===== config.mk =====
export PLATFORM = sky130hd
export DESIGN_NAME = weekly_alarm_table_matcher_unit
export DESIGN_NICKNAME = d
export VERILOG_FILES = /design/src/hw/rtl/wat_pkg.sv /design/src/hw/rtl/wat_cell.sv /design/src/hw/rtl/wat_ctrl.sv /design/src/hw/rtl/weekly_alarm_table_matcher_unit.sv
export SDC_FILE = /design/constraint.sdc
export NUM_CORES = 1
export LEC_CHECK = 0
export ABC_AREA = 1
export BUFFER_PORTS_ARGS = -buffer_cell sky130_fd_sc_hd__buf_2
export CORE_ASPECT_RATIO = 0.9
export CORE_UTILIZATION = 31
export DETAILED_ROUTE_END_ITERATION = 8
export GPL_TIMING_DRIVEN = 1
export SLEW_MARGIN = 20
export SYNTH_ARGS = -nofsm -noshare
export SYNTH_HDL_FRONTEND = slang
export SYNTH_SLANG_ARGS = --single-unit

===== constraint.sdc =====
create_clock -name clk -period 23.1 [get_ports clk]
set_input_delay 4.62 -clock clk [delete_from_list [all_inputs] [get_ports clk]]
set_output_delay 4.62 -clock clk [all_outputs]
set_load 0.05 [all_outputs]

===== src/hw/rtl/wat_pkg.sv =====
// ----------------------------------------------------------------------------
// Weekly alarm table package
// Entry layout, operation codes and sequencer states shared by the alarm
// table cells, the table controller and the top level.
// ----------------------------------------------------------------------------
package wat_pkg;

    localparam int HOURS_W   = 5;
    localparam int MINUTES_W = 6;
    localparam int DAYS_W    = 7;
    localparam int WEEKDAY_W = 3;
    localparam int OP_W      = 3;

    localparam logic [WEEKDAY_W-1:0] SUNDAY     = 3'd0;
    localparam logic [WEEKDAY_W-1:0] WEEKDAY_HI = 3'd6;
    localparam int                   SUNDAY_BIT = 6;

    typedef struct packed {
        logic                 enabled;
        logic                 even_weeks;
        logic                 odd_weeks;
        logic [DAYS_W-1:0]    day_mask;
        logic [MINUTES_W-1:0] minutes;
        logic [HOURS_W-1:0]   hours;
    } alarm_entry_t;

    typedef enum logic [OP_W-1:0] {
        OP_CHECK  = 3'd0,
        OP_ADD    = 3'd1,
        OP_REMOVE = 3'd2,
        OP_SET_EN = 3'd3,
        OP_QUERY  = 3'd4
    } op_t;

    typedef enum logic [1:0] {
        ST_IDLE = 2'd0,
        ST_SCAN = 2'd1,
        ST_HOLD = 2'd2
    } state_t;

endpackage


===== src/hw/rtl/wat_cell.sv =====
// ----------------------------------------------------------------------------
// Alarm table cell
// Holds one table entry and takes the entry of its neighbor while the ring
// is rotating.
// ----------------------------------------------------------------------------
module wat_cell (
    input  logic                  clk,
    input  logic                  shift_en,
    input  wat_pkg::alarm_entry_t entry_in,
    output wat_pkg::alarm_entry_t entry_out
);
    import wat_pkg::*;

    alarm_entry_t entry_reg;
    alarm_entry_t entry_next;

    always_comb
    begin
        entry_next = shift_en ? entry_in : entry_reg;
    end

    always_ff @(posedge clk)
    begin
        entry_reg <= entry_next;
    end

    assign entry_out = entry_reg;

endmodule


===== src/hw/rtl/wat_ctrl.sv =====
// ----------------------------------------------------------------------------
// Alarm table controller
// Takes one beat, rotates the cell ring once around, edits or inspects the
// entry passing the head, and returns one result beat.
// ----------------------------------------------------------------------------
module wat_ctrl #(
    parameter int MAX_ALARMS = 64,
    parameter int CNT_W      = 7,
    parameter int IDX_W      = 6
) (
    input  logic                            clk,
    input  logic                            rst_n,
    input  logic                            in_valid,
    output logic                            in_stall,
    input  logic [wat_pkg::OP_W-1:0]        operation,
    input  logic [CNT_W-1:0]                slot,
    input  wat_pkg::alarm_entry_t           new_entry,
    input  logic [wat_pkg::HOURS_W-1:0]     now_hours,
    input  logic [wat_pkg::MINUTES_W-1:0]   now_minutes,
    input  logic [wat_pkg::WEEKDAY_W-1:0]   now_day_of_week,
    input  logic                            now_odd_week,
    output logic                            out_valid,
    input  logic                            out_stall,
    output logic                            alarm_running,
    output logic                            entry_enabled,
    output logic [CNT_W-1:0]                entry_count,
    output logic                            refused,
    output logic                            shift_en,
    input  wat_pkg::alarm_entry_t           head_entry,
    input  wat_pkg::alarm_entry_t           second_entry,
    output wat_pkg::alarm_entry_t           tail_entry
);
    import wat_pkg::*;

    state_t                 state_reg, state_next;
    logic [IDX_W-1:0]       step_reg, step_next;
    logic [CNT_W-1:0]       total_reg, total_next;
    logic [OP_W-1:0]        op_reg, op_next;
    logic [CNT_W-1:0]       slot_reg, slot_next;
    alarm_entry_t           new_reg, new_next;
    logic [HOURS_W-1:0]     now_h_reg, now_h_next;
    logic [MINUTES_W-1:0]   now_m_reg, now_m_next;
    logic [WEEKDAY_W-1:0]   now_d_reg, now_d_next;
    logic                   now_odd_reg, now_odd_next;
    logic                   refused_reg, refused_next;
    logic                   running_reg, running_next;
    logic                   enabled_reg, enabled_next;
    logic                   out_valid_reg, out_valid_next;
    logic                   out_running_reg, out_running_next;
    logic                   out_enabled_reg, out_enabled_next;
    logic [CNT_W-1:0]       out_count_reg, out_count_next;
    logic                   out_refused_reg, out_refused_next;

    logic                   accept;
    logic                   out_free;
    logic                   slot_ok;
    logic [CNT_W-1:0]       step_ext;
    logic [CNT_W-1:0]       slot_idx;
    logic                   at_slot;
    logic                   day_hit;
    logic                   head_match;
    logic                   last_step;

    assign accept   = in_valid && (state_reg == ST_IDLE);
    assign out_free = !out_valid_reg || !out_stall;
    assign slot_ok  = (slot != '0) && (slot <= total_reg);
    assign step_ext = CNT_W'(step_reg);
    assign slot_idx = slot_reg - CNT_W'(1);
    assign at_slot  = (step_ext == slot_idx);
    assign last_step = (step_reg == IDX_W'(MAX_ALARMS - 1));

    always_comb
    begin
        if ((now_d_reg == SUNDAY) || (now_d_reg > WEEKDAY_HI))
        begin
            day_hit = head_entry.day_mask[SUNDAY_BIT];
        end
        else
        begin
            day_hit = head_entry.day_mask[now_d_reg - WEEKDAY_W'(1)];
        end
        head_match = head_entry.enabled
                     && (head_entry.hours == now_h_reg)
                     && (head_entry.minutes == now_m_reg)
                     && (now_odd_reg ? head_entry.odd_weeks : head_entry.even_weeks)
                     && day_hit;
    end

    always_ff @(posedge clk or negedge rst_n)
    begin
        if (!rst_n)
        begin
            state_reg     <= ST_IDLE;
            step_reg      <= '0;
            total_reg     <= '0;
            out_valid_reg <= 1'b0;
        end
        else
        begin
            state_reg     <= state_next;
            step_reg      <= step_next;
            total_reg     <= total_next;
            out_valid_reg <= out_valid_next;
        end
    end

    always_ff @(posedge clk)
    begin
        op_reg          <= op_next;
        slot_reg        <= slot_next;
        new_reg         <= new_next;
        now_h_reg       <= now_h_next;
        now_m_reg       <= now_m_next;
        now_d_reg       <= now_d_next;
        now_odd_reg     <= now_odd_next;
        refused_reg     <= refused_next;
        running_reg     <= running_next;
        enabled_reg     <= enabled_next;
        out_running_reg <= out_running_next;
        out_enabled_reg <= out_enabled_next;
        out_count_reg   <= out_count_next;
        out_refused_reg <= out_refused_next;
    end

    always_comb
    begin
        state_next       = state_reg;
        step_next        = step_reg;
        total_next       = total_reg;
        op_next          = op_reg;
        slot_next        = slot_reg;
        new_next         = new_reg;
        now_h_next       = now_h_reg;
        now_m_next       = now_m_reg;
        now_d_next       = now_d_reg;
        now_odd_next     = now_odd_reg;
        refused_next     = refused_reg;
        running_next     = running_reg;
        enabled_next     = enabled_reg;
        out_valid_next   = out_valid_reg && out_stall;
        out_running_next = out_running_reg;
        out_enabled_next = out_enabled_reg;
        out_count_next   = out_count_reg;
        out_refused_next = out_refused_reg;
        tail_entry       = head_entry;
        shift_en         = 1'b0;

        unique case (state_reg)
            ST_IDLE:
            begin
                if (accept)
                begin
                    op_next      = operation;
                    slot_next    = slot;
                    new_next     = new_entry;
                    now_h_next   = now_hours;
                    now_m_next   = now_minutes;
                    now_d_next   = now_day_of_week;
                    now_odd_next = now_odd_week;
                    running_next = 1'b0;
                    enabled_next = 1'b0;
                    step_next    = '0;
                    case (operation) inside
                        OP_CHECK:
                            refused_next = 1'b0;
                        OP_ADD:
                            refused_next = (total_reg >= CNT_W'(MAX_ALARMS));
                        OP_REMOVE, OP_SET_EN, OP_QUERY:
                            refused_next = !slot_ok;
                        default:
                            refused_next = 1'b1;
                    endcase
                    state_next = ST_SCAN;
                end
            end
            ST_SCAN:
            begin
                shift_en = 1'b1;
                if (!refused_reg)
                begin
                    case (op_reg)
                        OP_CHECK:
                        begin
                            if ((step_ext < total_reg) && head_match)
                            begin
                                running_next = 1'b1;
                            end
                        end
                        OP_ADD:
                        begin
                            if (step_ext == total_reg)
                            begin
                                tail_entry = new_reg;
                            end
                        end
                        OP_REMOVE:
                        begin
                            if (step_ext >= slot_idx)
                            begin
                                tail_entry = second_entry;
                            end
                        end
                        OP_SET_EN:
                        begin
                            if (at_slot)
                            begin
                                tail_entry.enabled = new_reg.enabled;
                            end
                        end
                        OP_QUERY:
                        begin
                            if (at_slot)
                            begin
                                enabled_next = head_entry.enabled;
                            end
                        end
                        default:
                        begin
                            tail_entry = head_entry;
                        end
                    endcase
                end
                if (last_step)
                begin
                    if (!refused_reg && (op_reg == OP_ADD))
                    begin
                        total_next = total_reg + CNT_W'(1);
                    end
                    else if (!refused_reg && (op_reg == OP_REMOVE))
                    begin
                        total_next = total_reg - CNT_W'(1);
                    end
                    state_next = ST_HOLD;
                end
                else
                begin
                    step_next = step_reg + IDX_W'(1);
                end
            end
            ST_HOLD:
            begin
                if (out_free)
                begin
                    out_valid_next   = 1'b1;
                    out_running_next = running_reg;
                    out_enabled_next = enabled_reg;
                    out_count_next   = total_reg;
                    out_refused_next = refused_reg;
                    state_next       = ST_IDLE;
                end
            end
            default:
            begin
                state_next = ST_IDLE;
            end
        endcase
    end

    assign in_stall      = (state_reg != ST_IDLE);
    assign out_valid     = out_valid_reg;
    assign alarm_running = out_running_reg;
    assign entry_enabled = out_enabled_reg;
    assign entry_count   = out_count_reg;
    assign refused       = out_refused_reg;

endmodule


===== src/hw/rtl/weekly_alarm_table_matcher_unit.sv =====
// ----------------------------------------------------------------------------
// Weekly alarm table matcher
// A packed table of alarm entries kept in a ring of cells, with add, remove,
// set enable, query enable and time check operations.
// ----------------------------------------------------------------------------
//  beat     handshake              payload
//  input    in_valid / in_stall    operation, slot, alarm_*, now_*
//  output   out_valid / out_stall  alarm_running, entry_enabled, entry_count,
//                                  refused
//
// Every input beat is captured, then the ring of MAX_ALARMS cells makes one full
// rotation, and then the result is loaded into the output register once that
// register is free.
// Reset clears the entry count and the control state; the cells are not reset.
// A stalled result waits in the output register while the next beat is taken.
// ----------------------------------------------------------------------------
module weekly_alarm_table_matcher_unit #(
    parameter  int MAX_ALARMS = 64,
    localparam int CNT_W      = $clog2(MAX_ALARMS + 1),
    localparam int IDX_W      = (MAX_ALARMS > 1) ? $clog2(MAX_ALARMS) : 1
) (
    input  logic                          clk,
    input  logic                          rst_n,
    input  logic                          in_valid,
    output logic                          in_stall,
    input  logic [wat_pkg::OP_W-1:0]      operation,
    input  logic [CNT_W-1:0]              slot,
    input  logic [wat_pkg::HOURS_W-1:0]   alarm_hours,
    input  logic [wat_pkg::MINUTES_W-1:0] alarm_minutes,
    input  logic [wat_pkg::DAYS_W-1:0]    alarm_day_mask,
    input  logic                          alarm_odd_weeks,
    input  logic                          alarm_even_weeks,
    input  logic                          alarm_enabled,
    input  logic [wat_pkg::HOURS_W-1:0]   now_hours,
    input  logic [wat_pkg::MINUTES_W-1:0] now_minutes,
    input  logic [wat_pkg::WEEKDAY_W-1:0] now_day_of_week,
    input  logic                          now_odd_week,
    output logic                          out_valid,
    input  logic                          out_stall,
    output logic                          alarm_running,
    output logic                          entry_enabled,
    output logic [CNT_W-1:0]              entry_count,
    output logic                          refused
);
    import wat_pkg::*;

    localparam int SECOND_IDX = (MAX_ALARMS > 1) ? 1 : 0;

    alarm_entry_t ring [MAX_ALARMS];
    alarm_entry_t new_entry;
    alarm_entry_t tail_entry;
    logic         shift_en;

    always_comb
    begin
        new_entry.enabled    = alarm_enabled;
        new_entry.even_weeks = alarm_even_weeks;
        new_entry.odd_weeks  = alarm_odd_weeks;
        new_entry.day_mask   = alarm_day_mask;
        new_entry.minutes    = alarm_minutes;
        new_entry.hours      = alarm_hours;
    end

    for (genvar i = 0; i < MAX_ALARMS; i++)
    begin : g_cell
        alarm_entry_t cell_in;
        if (i == MAX_ALARMS - 1)
        begin : g_tail
            assign cell_in = tail_entry;
        end
        else
        begin : g_link
            assign cell_in = ring[i + 1];
        end
        wat_cell u_cell (
            .clk       (clk),
            .shift_en  (shift_en),
            .entry_in  (cell_in),
            .entry_out (ring[i])
        );
    end

    wat_ctrl #(
        .MAX_ALARMS (MAX_ALARMS),
        .CNT_W      (CNT_W),
        .IDX_W      (IDX_W)
    ) u_ctrl (
        .clk             (clk),
        .rst_n           (rst_n),
        .in_valid        (in_valid),
        .in_stall        (in_stall),
        .operation       (operation),
        .slot            (slot),
        .new_entry       (new_entry),
        .now_hours       (now_hours),
        .now_minutes     (now_minutes),
        .now_day_of_week (now_day_of_week),
        .now_odd_week    (now_odd_week),
        .out_valid       (out_valid),
        .out_stall       (out_stall),
        .alarm_running   (alarm_running),
        .entry_enabled   (entry_enabled),
        .entry_count     (entry_count),
        .refused         (refused),
        .shift_en        (shift_en),
        .head_entry      (ring[0]),
        .second_entry    (ring[SECOND_IDX]),
        .tail_entry      (tail_entry)
    );

endmodule

Yosys cells after proc, flatten, opt, wreduce, memory -nomap -nowiden:

Cells that the tools add are included.

* input bits: 50
* word-level logic and storage cells: 508
* bits in registers: 1419
* output and inout port bits: 12

* multiplexer cells: 34
* $add $sub $neg: 5
* eq/ne operators: 24
* reductions and logical operators: 32
* magnitude comparators: 6

Operators by type and width (count)
* $mux 21: 4
* $pmux 20 s2: 1
* $mux 1: 16
* $eq 6x7->1: 2
* $mux 7: 2
* $sub 7x1->7 const B: 2
* $eq 3x2->1 const B: 4
* $mux 6: 2
* $pmux 6 s2: 1
* $logic_and 1x1->1: 10
* $ne 2x1->1 const B: 5
* $reduce_and 5->1: 2
* $logic_not 3->1: 3
* $reduce_and 3->1: 3
* $ne 2x2->1 const B: 4
* $add 7x1->7 const B: 1
* $ge 6x7->1: 1
* $ge 7x7->1 const B: 1
* $le 7x7->1: 1
* $lt 6x7->1: 1
* $reduce_bool 7->1: 1
* $add 6x1->6 const B: 1
* $eq 3x1->1 const B: 2
* $eq 3x3->1 const B: 2
* 19 further kinds: 29

Depth between registers and ports, before layout:

Gate-level depths: netlist of run 1.

* depth after elaboration: 10
* gate-level depth with buffers: 18

Cells and area by module:

A second synthesis of run 1 with hierarchy kept.

* cell total of the unflattened synthesis: 1936
* area total of the unflattened synthesis: 45259.7 µm²

Modules (own cells, without submodules)
* wat_cell: seq. area each 630.6 µm², cells an instance 21, times used 64, area an instance 630.6 µm²
* wat_ctrl: seq. area each 2172.1 µm², cells an instance 592, times used 1, area an instance 4901.0 µm²

Least setup slack after synthesis of run 1:

OpenSTA, ideal clock, no wires.

* path type: register -> register
* start: reg u_ctrl.state_reg[1]
* end: reg u_ctrl.running_reg (data pin)
* arrival: 19507 ps
* cell stages (with the launch flop): 2
* library setup time: 4050 ps
* slack: -457 ps
* clock period less this slack: 23557 ps
* data required time: 19050 ps
* buffers on the path: 0
* cells stage by stage: dfrtp_1 > nor2_4

* longest elaborated chain between the ends: 2

Ends and longest elaborated chain
* start: declaration: line wat_ctrl.sv:35 `state_t state_reg, state_next;`
* start signal: assignment: line wat_ctrl.sv:100 `state_reg <= state_next;`
* $eq 2x1->1 or $logic_not 2->1 (tied branches): line wat_ctrl.sv:148 `unique case (state_reg)`
* $pmux 1 s2 *: line wat_ctrl.sv:148
* end signal: assignment: line wat_ctrl.sv:117 `running_reg <= running_next;`
* end: declaration: line wat_ctrl.sv:46 `logic running_reg, running_next;`

Mark *: on every way between the ends. The rest lies on a longest branch, timed or not.
A chain may end at the register's enable or synchronous reset.

Worst setup path in the final report of run 1:

* start: reg u_ctrl.out_refused_reg (netlist: u_ctrl.refused)
* end: out refused

RTL lines
* start: declaration: line wat_ctrl.sv:52 `logic out_refused_reg, out_refused_next;`
* start signal: assignment: line wat_ctrl.sv:122 `out_refused_reg <= out_refused_next;`
* end: declaration: line weekly_alarm_table_matcher_unit.sv:43 `output logic refused`

No word-level cell between the ends.

==> summary.txt, run 1 <==
Worst setup path
  – CP startpoint: u_ctrl.refused
  – CP peak stage delay: approximately 700 ps
  – Crit path max fanout: 1
  – Critical path type: reg2out
  – R2R cell count: 8
  – R2R Path End: g_cell[8].u_cell.entry_out[5]
  – Worst Path Required: 18480 ps
  – CP cell instances: buf_2
  – Reg-to-reg startpoint: u_ctrl.state_reg[0]
  – Delay-heaviest family, CP: flip-flops
  – Crit start category: flip-flop
  – Crit path DAT: 1810 ps
  – Buf/Inv on CP: 1
  – R2R setup slack: roughly 18000 ps
  – Setup crit end kind: primary output
  – CP max stage cell: edfxtp_1
  – CP endpoint: refused
  – Critical Path Stages: 1

Timing
  – Final min period: 6435 ps
  – Max Fclk: ~160 MHz
  – Final setup vio count: 0
  – Least-Margin Pin Slew: roughly 1100 ps
  – Crit path setup slack, layout: around 17000 ps
  – Setup_tns: 0 ps
  – Final cycle utilization of the critical path: between 20% and 30%
  – Hold Vio Cnt, Final: 0
  – RSZ-0062 raised after global routing: false
  – Slew Viols, Final: 0
  – Final Skew: around 70 ps
  – Relative slew slack: 26.49%

Clocking
  – CTS tree: built
  – Resized cells post-CTS: 0
  – Worst-path clk slew: roughly 70 ps
  – CTS sink count: roughly 1400
  – Clock root buffer: clkbuf_16
  – CTS buffer count: around 120
  – Clk buf depth: 3
  – H-tree depth: 3
  – Clock Latency Late Sink: between 700 and 800 ps
  – Setup repair bufs after CTS: 0
  – Post-CTS Hold Fix Bufs: 0

Die
  – Initial Utilization: between 30% and 40%
  – Cell Rows: roughly 130
  – Core ar.: roughly 0.14 mm2
  – Die area: about 0.15 mm2
  – Chip Width: 404.5 um
  – Die height: 364.2 um
  – I/O pin cnt: 62

Pwr
  – Total design power: roughly 0.0066 W
  – Pwr/cell area: approximately 130 mW/mm2
  – Peak VDD IR: around 0.086 mV
  – Leak: roughly 17 nW

Global routing
  – Largest net degree at the start of global routing: 226
  – Initial antenna violation count: 7
  – Number of global-route vias before repair: ~17000
  – GRT Resource Usage Total: around 8.7%
  – First-pass GRT wire length: about 100 mm
  – Gr ovfl total: 0

Logic synthesis
  – Count of different cell masters after synthesis: 37
  – Cell taking the most area after synthesis: edfxtp_1
  – Synth Instances: 1928
  – Mean Syn Cell Area: ~23 um2
  – Mapped Area: roughly 0.045 mm2
  – Main synth FF type: edfxtp_1
  – #FFs+latches synth: 1419
  – Number of synthesized flops with an enable pin: ~1400
  – Post-synthesis sequential area ratio: between 90% and 100%
  – Top cell type's share of synthesized area: between 90 and 100%
  – Ys async rst share: 1.128%
  – Ys Warns: 0
  – Synthesized Nets: around 2000
  – Largest cells by area after synthesis: edfxtp_1, nand2_1, dfrtp_1

Hold path
  – HP Class: reg2reg

Placement
  – Global placer's final weighted congestion: 0.8089
  – DP Wirelength: roughly 32 mm
  – Port-buffer cells: 61
  – Placed cell area: about 0.048 mm2
  – DP Worst Slack: between 15000 and 20000 ps

Cells and area
  – Area Growth Syn to Fin: 15.22%
  – Final instance area: approximately 0.052 mm2
  – Area of the multi-input gates: 0.002225 mm2
  – Nets@finish: about 2200
  – # fillers: 13050
  – Share of cells above drive strength 1: ~12%
  – Register area: approximately 0.043 mm2
  – Max FFs per register: approximately 1300

Detailed routing
  – Wire per inst: around 15 um
  – Residual DRC: 0
  – DR pass1 iterations: 5
  – DR vias: approximately 17000
  – Vias per inst: between 4 and 5
  – DRT Wirelength: 63.82 mm
  – Detail Route Antenna Nets: 0
  – Iteration-0 DRC Markers: 1883

Run
  – Max cap viols: 0

Run status
  – Status: finished, final reports clean
-- cells in the mapped netlist (3+ instances only) --
library cell  count
edfxtp_1       1403
nand2_1         152
inv_1            87
nand3_1          54
a21oi_1          43
o21ai_0          32
ha_1             29
nor2_1           27
dfrtp_1          16
xor2_1           13
buf_2             9
xnor2_1           9
nor3_1            7
buf_4             5
nand4_1           5
o21ai_1           5
nand2_2           3
o22ai_1           3
-- worst register-to-register path, delay by kind of cell (launching register included) --
family | cells | cell delay [ps]
flops | 1 | 430
simple gates | 1 | 110
buf+inv | 7 | 4260
-- power breakdown --
group	total, W	switching (W)	internal, W
clock	0.00199	0.000889	0.00110
sequential	0.00423	0.000247	0.00398
combinational	0.000380	0.000317	0.0000624
total	0.00660	0.00145	0.00515
-- worst min-delay path by stage --
stage          slack, ps                              to  cells past startpoint                           start
6_report             380  g_cell[40].u_cell.entry_out[7]                      0  g_cell[41].u_cell.entry_out[7]
5_1_grt              390  g_cell[48].u_cell.entry_out[2]                      0  g_cell[49].u_cell.entry_out[2]
4_1_cts              370  g_cell[40].u_cell.entry_out[7]                      0  g_cell[41].u_cell.entry_out[7]
3_5_place_dp         400  g_cell[11].u_cell.entry_out[1]                      0  g_cell[12].u_cell.entry_out[1]
3_3_place_gp         400  g_cell[20].u_cell.entry_out[5]                      0  g_cell[21].u_cell.entry_out[5]
2_1_floorplan        400  g_cell[10].u_cell.entry_out[0]                      0  g_cell[11].u_cell.entry_out[0]
-- cells in the final DEF (no fill, tap or decap), types with 28 or more instances in the layout --
master and count:
o21ai_0 32, clkinv_1 28, nand3_1 54, edfxtp_1 1403, buf_2 61, ha_1 29
clkbuf_16 121, nand2_1 152, inv_1 86, a21oi_1 43
-- kinds of logic after synthesis --
family                     count (synthesis)  share of synthesized area (%)
AOI/OAI and AO/OA                         89                          1.063
xor gates and xnor gates                  22                         0.4264
adders and majority gates                 30                         0.8472
buffers and inverters                    108                         0.9635
DFF                                     1419                          94.11
and+or+nand+nor                          260                          2.586
-- cell type report --
cell class	instances	area share, %
sequential	1419	81.68
antenna	1	0.004806
multi-input combinational	401	4.273
clock inverter	81	1.579
timing repair buffer	78	1.081
tap	1943	4.669
inverter	90	0.6488
clock buffer	147	6.060
-- per-stage QoR --
step | util [%] | hold slack [ps] | instances
after CTS | 35.99 | 374.4 | 4155
after floorplan | - | 400.3 | 1928
after global placement | 33.24 | 400.2 | 3927
final | 36.07 | 379.2 | 4160
after global routing | 36.07 | 394.8 | 4159
after detailed placement | 33.24 | 404.5 | 3927
-- routing by layer --
layer | GRT usage (%) | routed length [um] | up-vias | share of wire [%]
met5 | 0 | 0 | - | 0
met4 | 2.971 | 1470 | 0 | 2.3
met3 | 2.479 | 4707 | 131 | 7.4
met2 | 10.23 | 23980 | 569 | 38
met1 | 14.65 | 33660 | 8822 | 53
li1 | - | - | 7816 | -
Power figures use the tool's default switching activity.
==> run 2, diff against run 1 <==
==> constraint.sdc (replaced) <==
create_clock -name clk -period 5.9 [get_ports clk]
set_input_delay 1.18 -clock clk [delete_from_list [all_inputs] [get_ports clk]]
set_output_delay 1.18 -clock clk [all_outputs]
set_load 0.05 [all_outputs]
==> summary.txt, run 2 (synthesized netlist as in run 1, its figures left out) <==
Timing
  – Hold Vio Cnt, Final: 0 (unchanged)
  – Final min period: about 3100 ps
  – Slew Viols, Final: 0 (unchanged)
  – Max Fclk: between 300 and 400 MHz
  – Least-Margin Pin Slew: 1069 ps (-32.26 ps)
  – RSZ-0062 raised after global routing: false
  – Final Skew: 38.83 ps (-31.52 ps)
  – Final cycle utilization of the critical path: between 50% and 60%
  – Final setup vio count: 0 (unchanged)
  – Setup_tns: 0 ps (unchanged)
  – Final hold slack: 372.9 ps (-6.264 ps)
  – Relative slew slack: 28.72% (+2.2 points)

Worst setup path
  – Crit path DAT: 1970 ps (+160 ps)
  – Buf/Inv on CP: 2 (+1)
  – Crit path max fanout: 3 (+2)
  – CP max stage cell: nor2_1
  – CP peak stage delay: 480 ps (-220 ps)
  – CP cell instances: nor2_1 > inv_1 > buf_2
  – Crit start category: flip-flop
  – Setup crit end kind: primary output
  – Delay-heaviest family, CP: simple AND/OR/NAND/NOR gates
  – Critical path type: reg2out
  – Worst Path Required: 4720 ps (-13760 ps)

Die
  – Die area: 0.1473 mm2 (unchanged)
  – Chip Width: 404.5 um (unchanged)
  – Cell Rows: 132 (unchanged)
  – I/O pin cnt: 62 (unchanged)
  – Die height: 364.2 um (unchanged)
  – Initial Utilization: 31.31% (unchanged)
  – Core ar.: 0.1443 mm2 (unchanged)

Clocking
  – Post-CTS Hold Fix Bufs: 0 (unchanged)
  – Clock root buffer: clkbuf_16
  – Worst-path clk slew: 60 ps (about the same)
  – Clk buf depth: 3 (unchanged)
  – CTS sink count: 1419 (unchanged)
  – Setup repair bufs after CTS: 0 (unchanged)
  – CTS buffer count: 133 (+9.9%)
  – CTS tree: built
  – Clock Latency Late Sink: 740 ps (about the same)
  – Resized cells post-CTS: 0 (unchanged)
  – H-tree depth: 4 (+1)

Detailed routing
  – Detail Route Antenna Nets: 0 (unchanged)
  – DR vias: 17400 (+0.35%)
  – Iteration-0 DRC Markers: 2010 (+6.7%)
  – Wire per inst: 16.16 um (+5.3%)
  – Vias per inst: 4.186 (+0.45%)
  – DRT Wirelength: 67.17 mm (+5.2%)
  – Residual DRC: 0 (unchanged)
  – DR pass1 iterations: 7 (+2)

Placement
  – DP Wirelength: 35.26 mm (+9.9%)
  – Port-buffer cells: 61 (unchanged)
  – Global placer's final weighted congestion: 0.8314 (+2.8%)

Run
  – Max cap viols: 0 (unchanged)

Global routing
  – GRT Resource Usage Total: 9.261% (+0.53 points)
  – Gr ovfl total: 0 (unchanged)
  – Initial antenna violation count: 19 (+12)
  – Largest net degree at the start of global routing: 217 (-4.0%)
  – First-pass GRT wire length: 103.8 mm (+3.6%)
  – Number of global-route vias before repair: 17030 (+1.7%)

Cells and area
  – Leading cell type in the layout, fill and taps excluded: edfxtp_1
  – Share of cells above drive strength 1: 12.12% (-0.24 points)
  – Area Growth Syn to Fin: 15.50%
  – Nets@finish: 2201 (+0.46%)
  – # fillers: 13020 (-0.23%)
  – Commonest cells after routing, fill and taps aside: edfxtp_1, nand2_1, clkbuf_16, inv_1, buf_2
  – Max FFs per register: 1344 (unchanged)

Pwr
  – Peak VDD IR: 0.2849 mV (+230%)
  – Leak: 16.94 nW (+0.13%)
  – Pwr/cell area: 500.7 mW/mm2 (+290%)

Run status
  – Status: finished, final reports clean

Hold path
  – HP Class: in2async
## run 2: cell count changes in the layout (fill, tap and decap cells not counted), sizes merged
cell | before | now
clkbuf | 147 | 168
clkinv | 62 | 47
bufinv | 11 | 7
inv | 94 | 91
buf | 78 | 76
clkinvlp | 4 | 2
diode | 1 | 2
## run 2: area by class of cell
| class | instances | area, um2 | share of cell area, % |
|---|---|---|---|
| Clock inverter | 57 | 678.2 | 1.299 |
| Sequential cell | 1419 | 42530 | 81.49 |
| Inverter | 90 | 339.1 | 0.6496 |
| Timing Repair Buffer | 76 | 475.5 | 0.9109 |
| Clock buffer | 168 | 3501 | 6.707 |
| Tap cell | 1943 | 2431 | 4.658 |
| Antenna cell | 2 | 5.005 | 0.009589 |
| Multi-Input combinational cell | 401 | 2233 | 4.279 |
## run 2: per-stage QoR
step                      instance area [um2]  setup WS, ps  power, W  instances  utilization, %
after global routing                    52190          2526   0.02737       4154           36.15
after CTS                               52160          2643   0.02654       4153           36.13
after floorplan                         45190        -17660   0.01742       1928               -
after detailed placement                47980          2848   0.01814       3928           33.24
final                                   52190          2755   0.02613       4156           36.16
after global placement                  47980          2986   0.01802       3928           33.24
## run 2: where the power goes
part	switching [W]	leakage, nW	internal (W)
logic	0.00123	1.99	0.000218
registers	0.000952	12.9	0.0156
clock network	0.00358	2.01	0.00456
total	0.00576	16.9	0.0204
## run 2: worst reg2reg max path, delay by kind of cell (launching register included)
family | cells | cell delay [ps]
AOI/OAI and AO/OA | 1 | 550
xor gates and xnor gates | 1 | 190
adders and majority gates | 1 | 310
buffers and inverters | 2 | 130
DFF | 1 | 460
and+or+nand+nor | 10 | 1380
## run 2: metal layers
metal	GRT usage, %	part of all wire [%]	vias up
li1	-	-	7813
met1	14.47	50	8910
met2	11.83	40	532
met3	2.641	7.7	142
met4	3.699	2.6	2
met5	0	0.016	-
## run 2: worst paths after layout
check                                                from                              end  slack (ps)  cells after the start
max                                   u_ctrl.state_reg[1]                         in_stall        2750                      3
min                                                 rst_n               u_ctrl.step_reg[0]         370                      1
max reg2reg                            u_ctrl.slot_reg[2]  g_cell[63].u_cell.entry_out[11]        2770                     15
min reg2reg                g_cell[51].u_cell.entry_out[1]   g_cell[50].u_cell.entry_out[1]         390                      0
max in group asynchronous                           rst_n              u_ctrl.total_reg[5]        5210                      1
min in group clk           g_cell[51].u_cell.entry_out[1]   g_cell[50].u_cell.entry_out[1]         390                      0
==> run 3, diff against run 2 <==
==> constraint.sdc (replaced) <==
create_clock -name clk -period 2.55 [get_ports clk]
set_input_delay 0.51 -clock clk [delete_from_list [all_inputs] [get_ports clk]]
set_output_delay 0.51 -clock clk [all_outputs]
set_load 0.05 [all_outputs]
==> summary.txt, run 3 (synthesized netlist as in run 1, its figures left out) <==
Timing
  – Final Skew: 20.36 ps (-18.47 ps)
  – Setup_tns: 0 ps (unchanged)
  – Least-Margin Pin Slew: 772.1 ps (-297.1 ps)
  – Hold Vio Cnt, Final: 0 (unchanged)
  – Final cycle utilization of the critical path: 98.07%
  – Final min period: ~2500 ps
  – Relative slew slack: 48.33% (+20 points)
  – Final setup vio count: 0 (unchanged)
  – Slew Viols, Final: 0 (unchanged)
  – Max Fclk: around 400 MHz

Clocking
  – Clk buf depth: 3 (unchanged)
  – CTS sink count: 1419 (unchanged)
  – H-tree depth: 4 (unchanged)
  – Clock root buffer: clkbuf_16
  – CTS buffer count: 135 (+1.5%)
  – CTS tree: built
  – Clock Latency Late Sink: 750 ps (about the same)
  – Worst-path clk slew: 60 ps (about the same)

Cells and area
  – Share of cells above drive strength 1: 14.07% (+2.0 points)
  – Max FFs per register: 1344 (unchanged)
  – Commonest cells after routing, fill and taps aside: edfxtp_1, nand2_1, clkbuf_16, inv_1, buf_2
  – Area Growth Syn to Fin: 17.66%
  – Finished Core Util: 36.84% (+0.68 points)
  – Nets@finish: 2269 (+3.1%)
  – Leading cell type in the layout, fill and taps excluded: edfxtp_1

Placement
  – Port-buffer cells: 61 (unchanged)
  – Global placer's final weighted congestion: 0.8060 (-3.1%)
  – DP Wirelength: 35.86 mm (+1.7%)

Global routing
  – Gr ovfl total: 0 (unchanged)
  – Initial antenna violation count: 11 (-8)
  – First-pass GRT wire length: 105.8 mm (+1.9%)
  – Number of global-route vias before repair: 17430 (+2.4%)
  – GRT Resource Usage Total: 9.323% (+0.062 points)
  – Largest net degree at the start of global routing: 114 (-47%)

Pwr
  – Total design power: 0.06111 W (+130%)
  – Leak: 17.41 nW (+2.8%)
  – Pwr/cell area: 1149 mW/mm2 (+130%)
  – Peak VDD IR: 0.6742 mV (+140%)

Worst setup path
  – R2R setup slack: 50 ps (-2720 ps)
  – Crit path max fanout: 6 (+3)
  – Reg-to-reg startpoint: u_ctrl.slot_reg[2]
  – Crit start category: flip-flop
  – R2R cell count: 15 (unchanged)
  – Critical path type: reg2reg
  – Worst Path Required: 3040 ps (-1680 ps)
  – Setup crit end kind: flip-flop
  – Crit path DAT: 2990 ps (+1020 ps)
  – R2R Path End: g_cell[63].u_cell.entry_out[0]

Hold path
  – HP Class: in2reg
  – HP Start: alarm_day_mask[3]
  – Hold path cells: 1
  – Hold path endpoint: u_ctrl.new_reg[14]

Die
  – I/O pin cnt: 62 (unchanged)
  – Initial Utilization: 31.31% (unchanged)
  – Core ar.: 0.1443 mm2 (unchanged)
  – Chip Width: 404.5 um (unchanged)
  – Die area: 0.1473 mm2 (unchanged)
  – Cell Rows: 132 (unchanged)
  – Die height: 364.2 um (unchanged)

Run status
  – Status: finished, final reports clean

Detailed routing
  – DRT Wirelength: 67.77 mm (+0.89%)
  – Detail Route Antenna Nets: 0 (unchanged)
  – Residual DRC: 0 (unchanged)
  – Wire per inst: 15.98 um (-1.1%)
  – DR vias: 17670 (+1.6%)
  – DR pass1 iterations: 5 (-2)
  – Vias per inst: 4.167 (-0.46%)
  – Iteration-0 DRC Markers: 2009 (-0.050%)

Run
  – Max cap viols: 0 (unchanged)
## run 3: changes by cell type in the layout (fill, tap and decap cells not counted), moves of 3 or more
cell / before / now
dlygate4sd3_1: 0 / 36
buf_12: 3 / 19
buf_4: 11 / 19
clkinv_1: 24 / 32
clkbuf_1: 32 / 26
clkinv_2: 11 / 17
clkinvlp_4: 2 / 7
inv_6: 0 / 5
clkbuf_16: 134 / 138
buf_6: 0 / 3
clkinv_4: 1 / 4
inv_16: 3 / 0
inv_2: 3 / 6
## run 3: timing repair
item | in CTS | in global routing
cloned | 0 | 6
endpoints found under the hold margin | 51 | 0
setup buffers | 0 | 4
gates resized for setup | 1 | 17
endpoints found under the setup margin | 1 | 21
pin swaps | 0 | 7
hold buffers | 36 | 0
## run 3: final cells by class
cell class | instances | area, um2
diodes | 2 | 5.005
clock buffers | 162 | 3501
clock inverters | 81 | 774.5
fillers | 12960 | 91170
inverters | 90 | 337.8
multi-input cells | 403 | 2321
flip-flops and latches | 1419 | 42530
well taps | 1943 | 2431
repair buffers | 140 | 1272
## run 3: critical path, cell delays in order, from the launching register on
cell and delay (ps):
edfxtp_1 390, nor2_1 140, nand2_1 110, nor3_2 130
xor2_1 150, inv_1 60, ha_1 300, nand2_1 70
inv_1 60, o21ai_4 250, buf_4 220, nand3_1 90
nand3_1 100, nand2_1 60, nand2_1 70, nand2_1 60
## run 3: how the worst max path moves through the flow
stage / from / endpoint / slack (ps) / cells past startpoint
after floorplan: u_ctrl.state_reg[1] / u_ctrl.running_reg / -21010 / 1
after global placement: u_ctrl.slot_reg[2] / g_cell[63].u_cell.entry_out[6] / 140 / 15
after detailed placement: u_ctrl.op_reg[2] / u_ctrl.total_reg[6] / -7 / 10
after CTS: u_ctrl.op_reg[2] / u_ctrl.total_reg[6] / 90 / 10
after global routing: u_ctrl.slot_reg[2] / g_cell[63].u_cell.entry_out[0] / -110 / 15
final: u_ctrl.slot_reg[2] / g_cell[63].u_cell.entry_out[0] / 50 / 15
## run 3: through the flow
stage          setup WS, ps  cells  instance area (um2)  hold WS [ps]
2_1_floorplan        -21010   1928                45190         214.4
3_3_place_gp          141.4   3949                48320         400.5
3_5_place_dp         -7.446   3949                48320         404.5
4_1_cts               94.94   4228                52960         3.974
5_1_grt              -109.4   4238                53170         33.27
6_report              49.31   4240                53170         77.18
## run 3: power breakdown
group | leakage (nW) | internal, W | total (W) | switching [W]
logic | 2.42 | 0.000854 | 0.00387 | 0.00302
clock network | 2.06 | 0.0107 | 0.0191 | 0.00836
registers | 12.9 | 0.0360 | 0.0382 | 0.00215
total | 17.4 | 0.0476 | 0.0611 | 0.0135
## run 3: metal layers
metal	part of all wire [%]	global-route usage (%)
met2	40	11.69
met1	50	14.51
met3	8.2	2.895
met5	0.061	0
met4	2.5	3.944
